===== src/hw/rtl/complementary_tilt_filter_top_macros.svh =====
// Assertion macros for the complementary tilt filter
`ifndef COMPLEMENTARY_TILT_FILTER_TOP_MACROS_SVH
`define COMPLEMENTARY_TILT_FILTER_TOP_MACROS_SVH

// same-cycle implication, disabled in reset
`define CTF_ASSERT_NOW(label, ante, cons) \
  label: assert property (@(posedge clk) disable iff (!rst_n) (ante) |-> (cons)) \
    else $error("ctf assertion failed");

// next-cycle implication, disabled in reset
`define CTF_ASSERT_NEXT(label, ante, cons) \
  label: assert property (@(posedge clk) disable iff (!rst_n) (ante) |=> (cons)) \
    else $error("ctf assertion failed");

`endif


===== src/hw/rtl/ctf_pkg.sv =====
// Package for the complementary tilt filter: constants, microcode and tables
package ctf_pkg;

  localparam int CORDIC_STEPS_DEF    = 16;
  localparam int ANGLE_FRAC_BITS_DEF = 16;
  localparam int TABLE_LEN           = 24;
  localparam int ITER_W              = $clog2(TABLE_LEN);
  localparam int PC_W                = 3;

  localparam logic [0:0] CFG_GYRO_GAIN   = 1'b0;
  localparam logic [0:0] CFG_GYRO_WEIGHT = 1'b1;

  localparam logic [15:0] GAIN_RST   = 16'd20460;
  localparam logic [16:0] WEIGHT_RST = 17'd64225;
  localparam logic [16:0] WEIGHT_ONE = 17'd65536;

  localparam logic [PC_W-1:0] PC_FETCH = 3'd0;
  localparam logic [PC_W-1:0] PC_ITER  = 3'd1;
  localparam logic [PC_W-1:0] PC_GMUL  = 3'd2;
  localparam logic [PC_W-1:0] PC_GSUM  = 3'd3;
  localparam logic [PC_W-1:0] PC_WMUL  = 3'd4;
  localparam logic [PC_W-1:0] PC_AMUL  = 3'd5;
  localparam logic [PC_W-1:0] PC_BLEND = 3'd6;

  typedef enum logic [2:0] {
    OP_NOP,
    OP_LOAD,
    OP_ITER,
    OP_GMUL,
    OP_GSUM,
    OP_WMUL,
    OP_AMUL,
    OP_BLEND
  } op_t;

  // hold condition: the step repeats while it is true
  typedef enum logic [1:0] {
    C_NONE,
    C_IN,
    C_ITER,
    C_OUT
  } cond_t;

  typedef struct packed {
    op_t             op;
    cond_t           cond;
    logic [PC_W-1:0] next;
  } ctrl_t;

  function automatic ctrl_t ucode(input logic [PC_W-1:0] pc);
    ctrl_t c;
    case (pc)
      PC_FETCH: c = '{op: OP_LOAD,  cond: C_IN,   next: PC_ITER};
      PC_ITER:  c = '{op: OP_ITER,  cond: C_ITER, next: PC_GMUL};
      PC_GMUL:  c = '{op: OP_GMUL,  cond: C_NONE, next: PC_GSUM};
      PC_GSUM:  c = '{op: OP_GSUM,  cond: C_NONE, next: PC_WMUL};
      PC_WMUL:  c = '{op: OP_WMUL,  cond: C_NONE, next: PC_AMUL};
      PC_AMUL:  c = '{op: OP_AMUL,  cond: C_NONE, next: PC_BLEND};
      PC_BLEND: c = '{op: OP_BLEND, cond: C_OUT,  next: PC_FETCH};
      default:  c = '{op: OP_NOP,   cond: C_NONE, next: PC_FETCH};
    endcase
    return c;
  endfunction

  // atan(2^-i) in units of 2^-24 degree
  function automatic logic signed [33:0] atan_lut(input logic [ITER_W-1:0] i);
    logic signed [33:0] v;
    case (i)
      5'd0:    v = 34'sd754974720;
      5'd1:    v = 34'sd445687602;
      5'd2:    v = 34'sd235489089;
      5'd3:    v = 34'sd119537938;
      5'd4:    v = 34'sd60000934;
      5'd5:    v = 34'sd30029717;
      5'd6:    v = 34'sd15018523;
      5'd7:    v = 34'sd7509720;
      5'd8:    v = 34'sd3754917;
      5'd9:    v = 34'sd1877466;
      5'd10:   v = 34'sd938734;
      5'd11:   v = 34'sd469367;
      5'd12:   v = 34'sd234684;
      5'd13:   v = 34'sd117342;
      5'd14:   v = 34'sd58671;
      5'd15:   v = 34'sd29335;
      5'd16:   v = 34'sd14668;
      5'd17:   v = 34'sd7334;
      5'd18:   v = 34'sd3667;
      5'd19:   v = 34'sd1833;
      5'd20:   v = 34'sd917;
      5'd21:   v = 34'sd458;
      5'd22:   v = 34'sd229;
      5'd23:   v = 34'sd115;
      default: v = 34'sd0;
    endcase
    return v;
  endfunction

endpackage


===== src/hw/rtl/complementary_tilt_filter_top.sv =====
// Complementary tilt filter top level: microcoded CORDIC and blend datapath
// Sequence per item: FETCH accepts it, ITER runs the CORDIC steps, then GMUL, GSUM, WMUL,
// AMUL and BLEND; in_stall is high outside FETCH, so no new item is taken until BLEND is done. The shared
// CORDIC step unit iterates once per cycle, then one shared 18x30 multiplier runs 3 passes.
// A finished result waits in the output register; the next item is taken meanwhile.
// Reset (synchronous, rst_n low): angle cleared, gain and weight restored, no item pending.
`include "complementary_tilt_filter_top_macros.svh"

module complementary_tilt_filter_top #(
  parameter int CORDIC_STEPS    = ctf_pkg::CORDIC_STEPS_DEF,
  parameter int ANGLE_FRAC_BITS = ctf_pkg::ANGLE_FRAC_BITS_DEF
) (
  input  logic               clk,
  input  logic               rst_n,
  input  logic               cfg_we,
  input  logic [0:0]         cfg_index,
  input  logic [16:0]        cfg_wdata,
  input  logic               in_valid,
  output logic               in_stall,
  input  logic signed [15:0] in_accel_x,
  input  logic signed [15:0] in_accel_z,
  input  logic signed [15:0] in_gyro_y,
  output logic               out_valid,
  input  logic               out_stall,
  output logic signed [28:0] out_tilt_angle
);

  localparam int NSTEP = (CORDIC_STEPS > ctf_pkg::TABLE_LEN) ? ctf_pkg::TABLE_LEN
                                                              : CORDIC_STEPS;
  localparam logic [ctf_pkg::ITER_W-1:0] ITER_LAST = ctf_pkg::ITER_W'(NSTEP - 1);
  localparam int SH = 24 - ANGLE_FRAC_BITS;
  localparam logic signed [33:0] RND_Z = 34'sd1 <<< (SH - 1);
  localparam logic signed [47:0] RND_P = 48'sd1 <<< (SH - 1);
  localparam logic signed [33:0] Z180  = 34'sd3019898880;
  localparam logic signed [48:0] ANG_MAX = 49'sd268435455;
  localparam logic signed [48:0] ANG_MIN = -49'sd268435456;

  function automatic logic signed [28:0] sat29(input logic signed [48:0] v);
    logic signed [28:0] r;
    if (v > ANG_MAX) r = ANG_MAX[28:0];
    else if (v < ANG_MIN) r = ANG_MIN[28:0];
    else r = v[28:0];
    return r;
  endfunction

  logic [ctf_pkg::PC_W-1:0]   pc_r, pc_nxt;
  logic [ctf_pkg::ITER_W-1:0] iter_r, iter_nxt;
  logic                       out_valid_r, out_valid_nxt;
  logic [15:0]                gain_r;
  logic [16:0]                weight_r;
  logic signed [28:0]         fused_r, fused_nxt;
  logic signed [33:0]         x_r, x_nxt, y_r, y_nxt, z_r, z_nxt;
  logic                       zero_r, zero_nxt;
  logic signed [15:0]         gy_r, gy_nxt;
  logic signed [29:0]         acc_r, acc_nxt;
  logic signed [28:0]         g_r, g_nxt;
  logic signed [47:0]         prod_r, prod_nxt, sum_r, sum_nxt;

  ctf_pkg::ctrl_t ctrl;
  logic           hold;
  logic           in_accept;

  logic signed [33:0] ax_ext, az_ext, xs, ys, at;
  logic signed [33:0] z_rnd_sum, z_rnd;
  logic signed [47:0] p_rnd_sum, p_rnd;
  logic signed [48:0] gsum, bsum, bsh;
  logic [16:0]        w_eff;
  logic signed [17:0] mul_a;
  logic signed [29:0] mul_b;
  logic signed [47:0] mul_p;

  assign ctrl      = ctf_pkg::ucode(pc_r);
  assign in_stall  = (pc_r != ctf_pkg::PC_FETCH);
  assign in_accept = in_valid && !in_stall;
  assign out_valid = out_valid_r;
  assign out_tilt_angle = fused_r;

  always_comb begin
    case (ctrl.cond)
      ctf_pkg::C_NONE: hold = 1'b0;
      ctf_pkg::C_IN:   hold = !in_valid;
      ctf_pkg::C_ITER: hold = (iter_r != ITER_LAST);
      ctf_pkg::C_OUT:  hold = out_valid_r && out_stall;
      default:         hold = 1'b0;
    endcase
    pc_nxt = hold ? pc_r : ctrl.next;
  end

  assign w_eff  = (weight_r > ctf_pkg::WEIGHT_ONE) ? ctf_pkg::WEIGHT_ONE : weight_r;
  assign ax_ext = {{2{in_accel_x[15]}}, in_accel_x, 16'b0};
  assign az_ext = {{2{in_accel_z[15]}}, in_accel_z, 16'b0};
  assign xs     = x_r >>> iter_r;
  assign ys     = y_r >>> iter_r;
  assign at     = ctf_pkg::atan_lut(iter_r);

  assign z_rnd_sum = z_r + RND_Z;
  assign z_rnd     = z_rnd_sum >>> SH;
  assign p_rnd_sum = prod_r + RND_P;
  assign p_rnd     = p_rnd_sum >>> SH;
  assign gsum      = {{20{fused_r[28]}}, fused_r} + {p_rnd[47], p_rnd};
  assign bsum      = {sum_r[47], sum_r} + {prod_r[47], prod_r} + 49'sd32768;
  assign bsh       = bsum >>> 16;

  // shared multiplier operand select
  always_comb begin
    case (ctrl.op)
      ctf_pkg::OP_GMUL: begin
        mul_a = {2'b00, gain_r};
        mul_b = {{14{gy_r[15]}}, gy_r};
      end
      ctf_pkg::OP_WMUL: begin
        mul_a = {1'b0, w_eff};
        mul_b = {g_r[28], g_r};
      end
      ctf_pkg::OP_AMUL: begin
        mul_a = {1'b0, ctf_pkg::WEIGHT_ONE - w_eff};
        mul_b = acc_r;
      end
      default: begin
        mul_a = '0;
        mul_b = '0;
      end
    endcase
  end

  assign mul_p = mul_a * mul_b;

  always_comb begin
    x_nxt         = x_r;
    y_nxt         = y_r;
    z_nxt         = z_r;
    zero_nxt      = zero_r;
    gy_nxt        = gy_r;
    iter_nxt      = iter_r;
    acc_nxt       = acc_r;
    g_nxt         = g_r;
    prod_nxt      = prod_r;
    sum_nxt       = sum_r;
    fused_nxt     = fused_r;
    out_valid_nxt = out_valid_r && out_stall;
    case (ctrl.op)
      ctf_pkg::OP_LOAD: begin
        if (in_accept) begin
          zero_nxt = (in_accel_x == 16'sd0) && (in_accel_z == 16'sd0);
          gy_nxt   = in_gyro_y;
          iter_nxt = '0;
          if (in_accel_z[15]) begin
            x_nxt = -az_ext;
            y_nxt = -ax_ext;
            z_nxt = in_accel_x[15] ? -Z180 : Z180;
          end else begin
            x_nxt = az_ext;
            y_nxt = ax_ext;
            z_nxt = '0;
          end
        end
      end
      ctf_pkg::OP_ITER: begin
        iter_nxt = iter_r + 1'b1;
        if (y_r > 34'sd0) begin
          x_nxt = x_r + ys;
          y_nxt = y_r - xs;
          z_nxt = z_r + at;
        end else begin
          x_nxt = x_r - ys;
          y_nxt = y_r + xs;
          z_nxt = z_r - at;
        end
      end
      ctf_pkg::OP_GMUL: begin
        acc_nxt  = zero_r ? 30'sd0 : z_rnd[29:0];
        prod_nxt = mul_p;
      end
      ctf_pkg::OP_GSUM: begin
        g_nxt = sat29(gsum);
      end
      ctf_pkg::OP_WMUL: begin
        prod_nxt = mul_p;
      end
      ctf_pkg::OP_AMUL: begin
        sum_nxt  = prod_r;
        prod_nxt = mul_p;
      end
      ctf_pkg::OP_BLEND: begin
        if (!hold) begin
          fused_nxt     = sat29(bsh);
          out_valid_nxt = 1'b1;
        end
      end
      default: begin
      end
    endcase
  end

  always_ff @(posedge clk) begin
    if (!rst_n) begin
      pc_r        <= ctf_pkg::PC_FETCH;
      out_valid_r <= 1'b0;
      fused_r     <= '0;
      gain_r      <= ctf_pkg::GAIN_RST;
      weight_r    <= ctf_pkg::WEIGHT_RST;
      iter_r      <= '0;
    end else begin
      pc_r        <= pc_nxt;
      out_valid_r <= out_valid_nxt;
      fused_r     <= fused_nxt;
      iter_r      <= iter_nxt;
      if (cfg_we) begin
        case (cfg_index)
          ctf_pkg::CFG_GYRO_GAIN:   gain_r   <= cfg_wdata[15:0];
          ctf_pkg::CFG_GYRO_WEIGHT: weight_r <= cfg_wdata;
          default: begin
          end
        endcase
      end
    end
  end

  always_ff @(posedge clk) begin
    x_r    <= x_nxt;
    y_r    <= y_nxt;
    z_r    <= z_nxt;
    zero_r <= zero_nxt;
    gy_r   <= gy_nxt;
    acc_r  <= acc_nxt;
    g_r    <= g_nxt;
    prod_r <= prod_nxt;
    sum_r  <= sum_nxt;
  end

  `CTF_ASSERT_NEXT(a_load_starts_iter, in_accept, (pc_r == ctf_pkg::PC_ITER) && (iter_r == '0))
  `CTF_ASSERT_NOW(a_iter_bound, pc_r == ctf_pkg::PC_ITER, iter_r <= ITER_LAST)
  `CTF_ASSERT_NEXT(a_angle_held, out_valid_r && out_stall, $stable(fused_r) && out_valid_r)
  `CTF_ASSERT_NOW(a_zero_accel, (pc_r == ctf_pkg::PC_GSUM) && zero_r, acc_r == 30'sd0)

endmodule


===== config.mk =====
export PLATFORM = sky130hd
export DESIGN_NAME = complementary_tilt_filter_top
export DESIGN_NICKNAME = d
export VERILOG_FILES = /design/src/hw/rtl/ctf_pkg.sv /design/src/hw/rtl/complementary_tilt_filter_top.sv
export VERILOG_INCLUDE_DIRS = /design/src /design/src/hw/rtl
export SDC_FILE = /design/constraint.sdc
export NUM_CORES = 2
export LEC_CHECK = 0
export BUFFER_PORTS_ARGS = -buffer_cell sky130_fd_sc_hd__buf_2
export CORE_UTILIZATION = 49
export DETAILED_ROUTE_END_ITERATION = 6
export PLACE_DENSITY = 0.67
export SYNTH_ARGS = -nofsm -noshare
export SYNTH_HDL_FRONTEND = slang
export SYNTH_SLANG_ARGS = --single-unit

===== constraint.sdc =====
create_clock -name clk -period 9.25 [get_ports clk]
set_clock_uncertainty 0.05 [all_clocks]
set_input_delay 0.4625 -clock clk [delete_from_list [all_inputs] [get_ports clk]]
set_output_delay 0.4625 -clock clk [all_outputs]
set_load 0.005 [all_outputs]

==> insert_results.sql <==
INSERT INTO impl_metrics (metric_group, metric, value, unit) VALUES
('run_status', 'outcome', 'finished clean', ''),
('synth', 'yosysWarnings', '0', ''),
('synth', 'synth_cell_types', '99', ''),
('pwr', 'irDropWorstVdd', '205', 'uV'),
('place', 'final_weighted_congestion_in_routability_driven_placement', '0.972', ''),
('detailed_routing', 'wl_per_cell', '21.3', 'um'),
('pwr', 'total_leakage_power', '24.3', 'nW'),
('die', 'core_area', '99900', 'um^2'),
('clock_network', 'cts_tree', 'built', ''),
('worst_setup_path', 'worst_path_most_repeated_cell', 'sky130_fd_sc_hd__fa_1', ''),
('worst_hold_path', 'cell_depth_of_the_worst_hold_path', '3', ''),
('worst_setup_path', 'timing.critical_path.from_type', 'register', ''),
('timing', 'achievable-frequency', '111', 'MHz'),
('detailed_routing', 'wirelength', '149', 'mm'),
('finish', 'area_growth_syn_to_layout', '9.27', '%'),
('finish', 'design_area', '53900', 'um^2'),
('clock_network', 'clk_transition_reported_paths', '0.06', 'ns'),
('pwr', 'internal_power', '6.12', 'mW'),
('worst_setup_path', 'regToRegSetupSlack', '0.26', 'ns'),
('place', 'portBuffers', '101', ''),
('finish', 'drive_gt1_share', '9.96', '%'),
('finish', 'total_area_of_multi_input_combinational_cells', '35900', 'um^2'),
('global_route', 'grt_use_total', '29.0', '%'),
('clock_network', 'cts_max_path_buffers', '3', ''),
('timing', 'worst_slew_pin_slew', '1.25', 'ns'),
('finish', 'register_area', '10100', 'um^2'),
('run', 'maxCapViolations', '0', ''),
('die', 'die-area', '102000', 'um^2'),
('global_route', 'antenna_found_initial', '5', ''),
('detailed_routing', 'drc_errors', '0', ''),
('worst_setup_path', 'critPathMaxStageDelay', '0.55', 'ns'),
('die', 'row_count', '116', ''),
('pwr', 'total_power', '11.0', 'mW'),
('detailed_routing', 'num_vias', '41500', ''),
('worst_setup_path', 'timing.rr.start', 'weight_r[2]', ''),
('clock_network', 'cts_htree_levels', '2', ''),
('worst_setup_path', 'crit_path_start', 'weight_r[2]', ''),
('timing', 'setup_viol_count_final', '0', ''),
('die', 'floorplan.die.height', '319', 'um'),
('global_route', 'maximum_number_of_pins_on_one_net_before_global_route_repair', '71', ''),
('timing', 'timing.final.max_slew_violations', '0', ''),
('worst_setup_path', 'worstSetupEndpointType', 'register', ''),
('detailed_routing', 'initialDrtViolationCount', '3543', ''),
('timing', 'relSlewSlack', '16.2', '%'),
('place', 'dpl_worst_slack', '-0.0658', 'ns'),
('synth', 'synth_flop_cell', 'sky130_fd_sc_hd__edfxtp_1', ''),
('timing', 'worst_setup_margin', '0.263', 'ns'),
('clock_network', 'cts-buffers-inserted', '46', ''),
('synth', 'synth.ff_latch_count', '371', ''),
('pwr', 'power.combinational.fraction', '58.6', '%'),
('worst_setup_path', 'critPathRequiredTime', '9.54', 'ns'),
('finish', 'final_cells', '6984', ''),
('worst_hold_path', 'hold_start', 'cfg_wdata[5]', ''),
('worst_setup_path', 'critPathMaxFanout', '9', ''),
('worst_hold_path', 'hold_end', 'gain_r[5]', ''),
('place', 'dp_cells', '6867', ''),
('worst_setup_path', 'r2r_end', 'prod_r[47]', ''),
('die', 'num_io_pins', '102', ''),
('synth', 'async_flop_share', '0', '%'),
('worst_setup_path', 'slowest_stage', 'sky130_fd_sc_hd__fa_1', ''),
('finish', 'utilization', '54.0', '%'),
('clock_network', 'worst_skew_pair_later_pin_latency', '0.63', 'ns'),
('timing', 'period_minus_slack', '8.99', 'ns'),
('die', 'die_outline_width', '319', 'um'),
('synth', 'synth_enable_flop_cells', '270', ''),
('detailed_routing', 'drt_pass_1_iters', '5', ''),
('worst_setup_path', 'critical_setup_path_kind', 'reg -> reg', ''),
('global_route', 'grt_overflow_total', '0', ''),
('synth', 'netlist_area', '49300', 'um^2'),
('pwr', 'p_per_area', '205', 'nW/um^2'),
('detailed_routing', 'via_per_instance_ratio', '5.94', '');
## synthesized netlist by cell type (all sizes together) (39+ instances only)
library cell / n / area share [%]
dfxtp: 101 / 4.1
nor3: 69 / 0.71
nand3: 94 / 0.96
mux4: 98 / 4.6
xnor2: 220 / 3.9
nor2: 637 / 4.9
nand2b: 57 / 0.72
nand4: 52 / 0.69
a31oi: 46 / 0.58
clkbuf: 192 / 1.5
buf: 51 / 0.70
nand2: 612 / 4.7
fa: 484 / 20
edfxtp: 270 / 16
a211oi: 39 / 0.59
ha: 364 / 9.2
xor2: 144 / 2.6
a21oi: 324 / 3.3
a21o: 166 / 2.5
inv: 653 / 5.0
o21a: 47 / 0.72
o21ai: 219 / 2.2
and3: 53 / 0.67
mux2i: 41 / 0.87
## critical path, delay by kind of cell, from the launching register on
family          cells  cell delay, ns
compound gates     12            2.27
buf+inv             9            1.03
flops               1            0.31
simple gates        6            1.70
fa+ha+maj           7            3.27
xor+xnor            1            0.07
## sequential cells by signal, summed over array words and instances (netlist names)
register and flops:
acc_r 26, at 30, g_r 29, gain_r 16, gy_r 16, iter_r 5, out_tilt_angle 29, out_valid 1
pc_r 3, prod_r 48, sum_r 48, weight_r 17, x_r 34, y_r 34, z_r 34, zero_r 1
## kinds of logic after synthesis
family                   count (synthesis)  synth area share, %
AND/OR/NAND/NOR                       1754                 15.8
AO/OA/AOI/OAI                         1154                 15.3
buffers and inverters                  900                 7.17
adder cells (fa/ha/maj)                848                 28.9
flip-flops                             371                 20.5
XOR/XNOR                               365                 6.51
multiplexers                           155                 5.81
## cell usage in the layout (no fill, tap or decap), types with 51 or more instances in the layout
| cell type | count |
|---|---|
| sky130_fd_sc_hd__ha_1 | 364 |
| sky130_fd_sc_hd__and3_1 | 53 |
| sky130_fd_sc_hd__clkbuf_16 | 54 |
| sky130_fd_sc_hd__nor3_1 | 67 |
| sky130_fd_sc_hd__buf_4 | 162 |
| sky130_fd_sc_hd__o21ai_0 | 207 |
| sky130_fd_sc_hd__nand3_1 | 93 |
| sky130_fd_sc_hd__nand2_1 | 609 |
| sky130_fd_sc_hd__buf_2 | 101 |
| sky130_fd_sc_hd__nor2_1 | 634 |
| sky130_fd_sc_hd__mux4_2 | 85 |
| sky130_fd_sc_hd__edfxtp_1 | 270 |
| sky130_fd_sc_hd__nand4_1 | 51 |
| sky130_fd_sc_hd__xor2_1 | 144 |
| sky130_fd_sc_hd__xnor2_1 | 220 |
| sky130_fd_sc_hd__nand2b_1 | 57 |
| sky130_fd_sc_hd__a21o_1 | 166 |
| sky130_fd_sc_hd__dfxtp_1 | 97 |
| sky130_fd_sc_hd__a21oi_1 | 318 |
| sky130_fd_sc_hd__fa_1 | 483 |
| sky130_fd_sc_hd__inv_1 | 651 |
## through the flow
stage	TNS, ns	hold WS, ns
2_1_floorplan	0	0.376
4_1_cts	0	0.0790
3_3_place_gp	0	0.392
3_5_place_dp	-0.0658	0.400
6_report	0	0.102
5_1_grt	-0.0738	0.109
## power groups by stage
stage	logic, mW	clock network, mW	registers, mW
floorplan	4.97	0	2.44
global placement	6.24	0	2.63
detailed placement	6.33	0	2.64
CTS	6.39	1.99	2.61
global route	7.12	2.05	2.66
finish	6.47	1.95	2.62
## what timing repair did
| item | CTS | global route |
|---|---|---|
| setup buffers | 4 | 8 |
| endpoints found under the setup margin | 2 | 13 |
| endpoints found under the hold margin | 16 | 0 |
| resized for setup | 0 | 27 |
| cloned | 0 | 1 |
| pin swaps | 1 | 15 |
| hold buffers | 16 | 0 |
## cell type report
class                   instances  share of cell area, %
flip-flops and latches        371                   18.8
clock inverters                17                  0.388
multi-input cells            4277                   66.6
clock buffers                  69                   2.65
well taps                    1298                   3.01
diodes                          2                0.00929
inverters                     657                   4.58
repair buffers                293                   3.98
## how the worst max path moves through the flow
| stage | end | slack (ns) | cells after the start |
|---|---|---|---|
| 2_1_floorplan | prod_r[47] | 0.08 | 33 |
| 6_report | prod_r[47] | 0.26 | 35 |
| 3_5_place_dp | prod_r[44] | -0.07 | 34 |
| 4_1_cts | prod_r[44] | 0.03 | 34 |
| 3_3_place_gp | prod_r[44] | 0.09 | 34 |
| 5_1_grt | prod_r[46] | -0.03 | 35 |
## metal layers
layer | up-vias | global-route usage (%) | wire length, um | share of wire (%)
met3 | 351 | 5.03 | 11000 | 7.4
met2 | 1598 | 48.0 | 70100 | 47
met4 | 6 | 12.4 | 7030 | 4.7
li1 | 19200 | - | - | -
met1 | 20400 | 37.2 | 60700 | 41
met5 | - | 0 | 34 | 0.023
(Power assumes the default switching activity.)
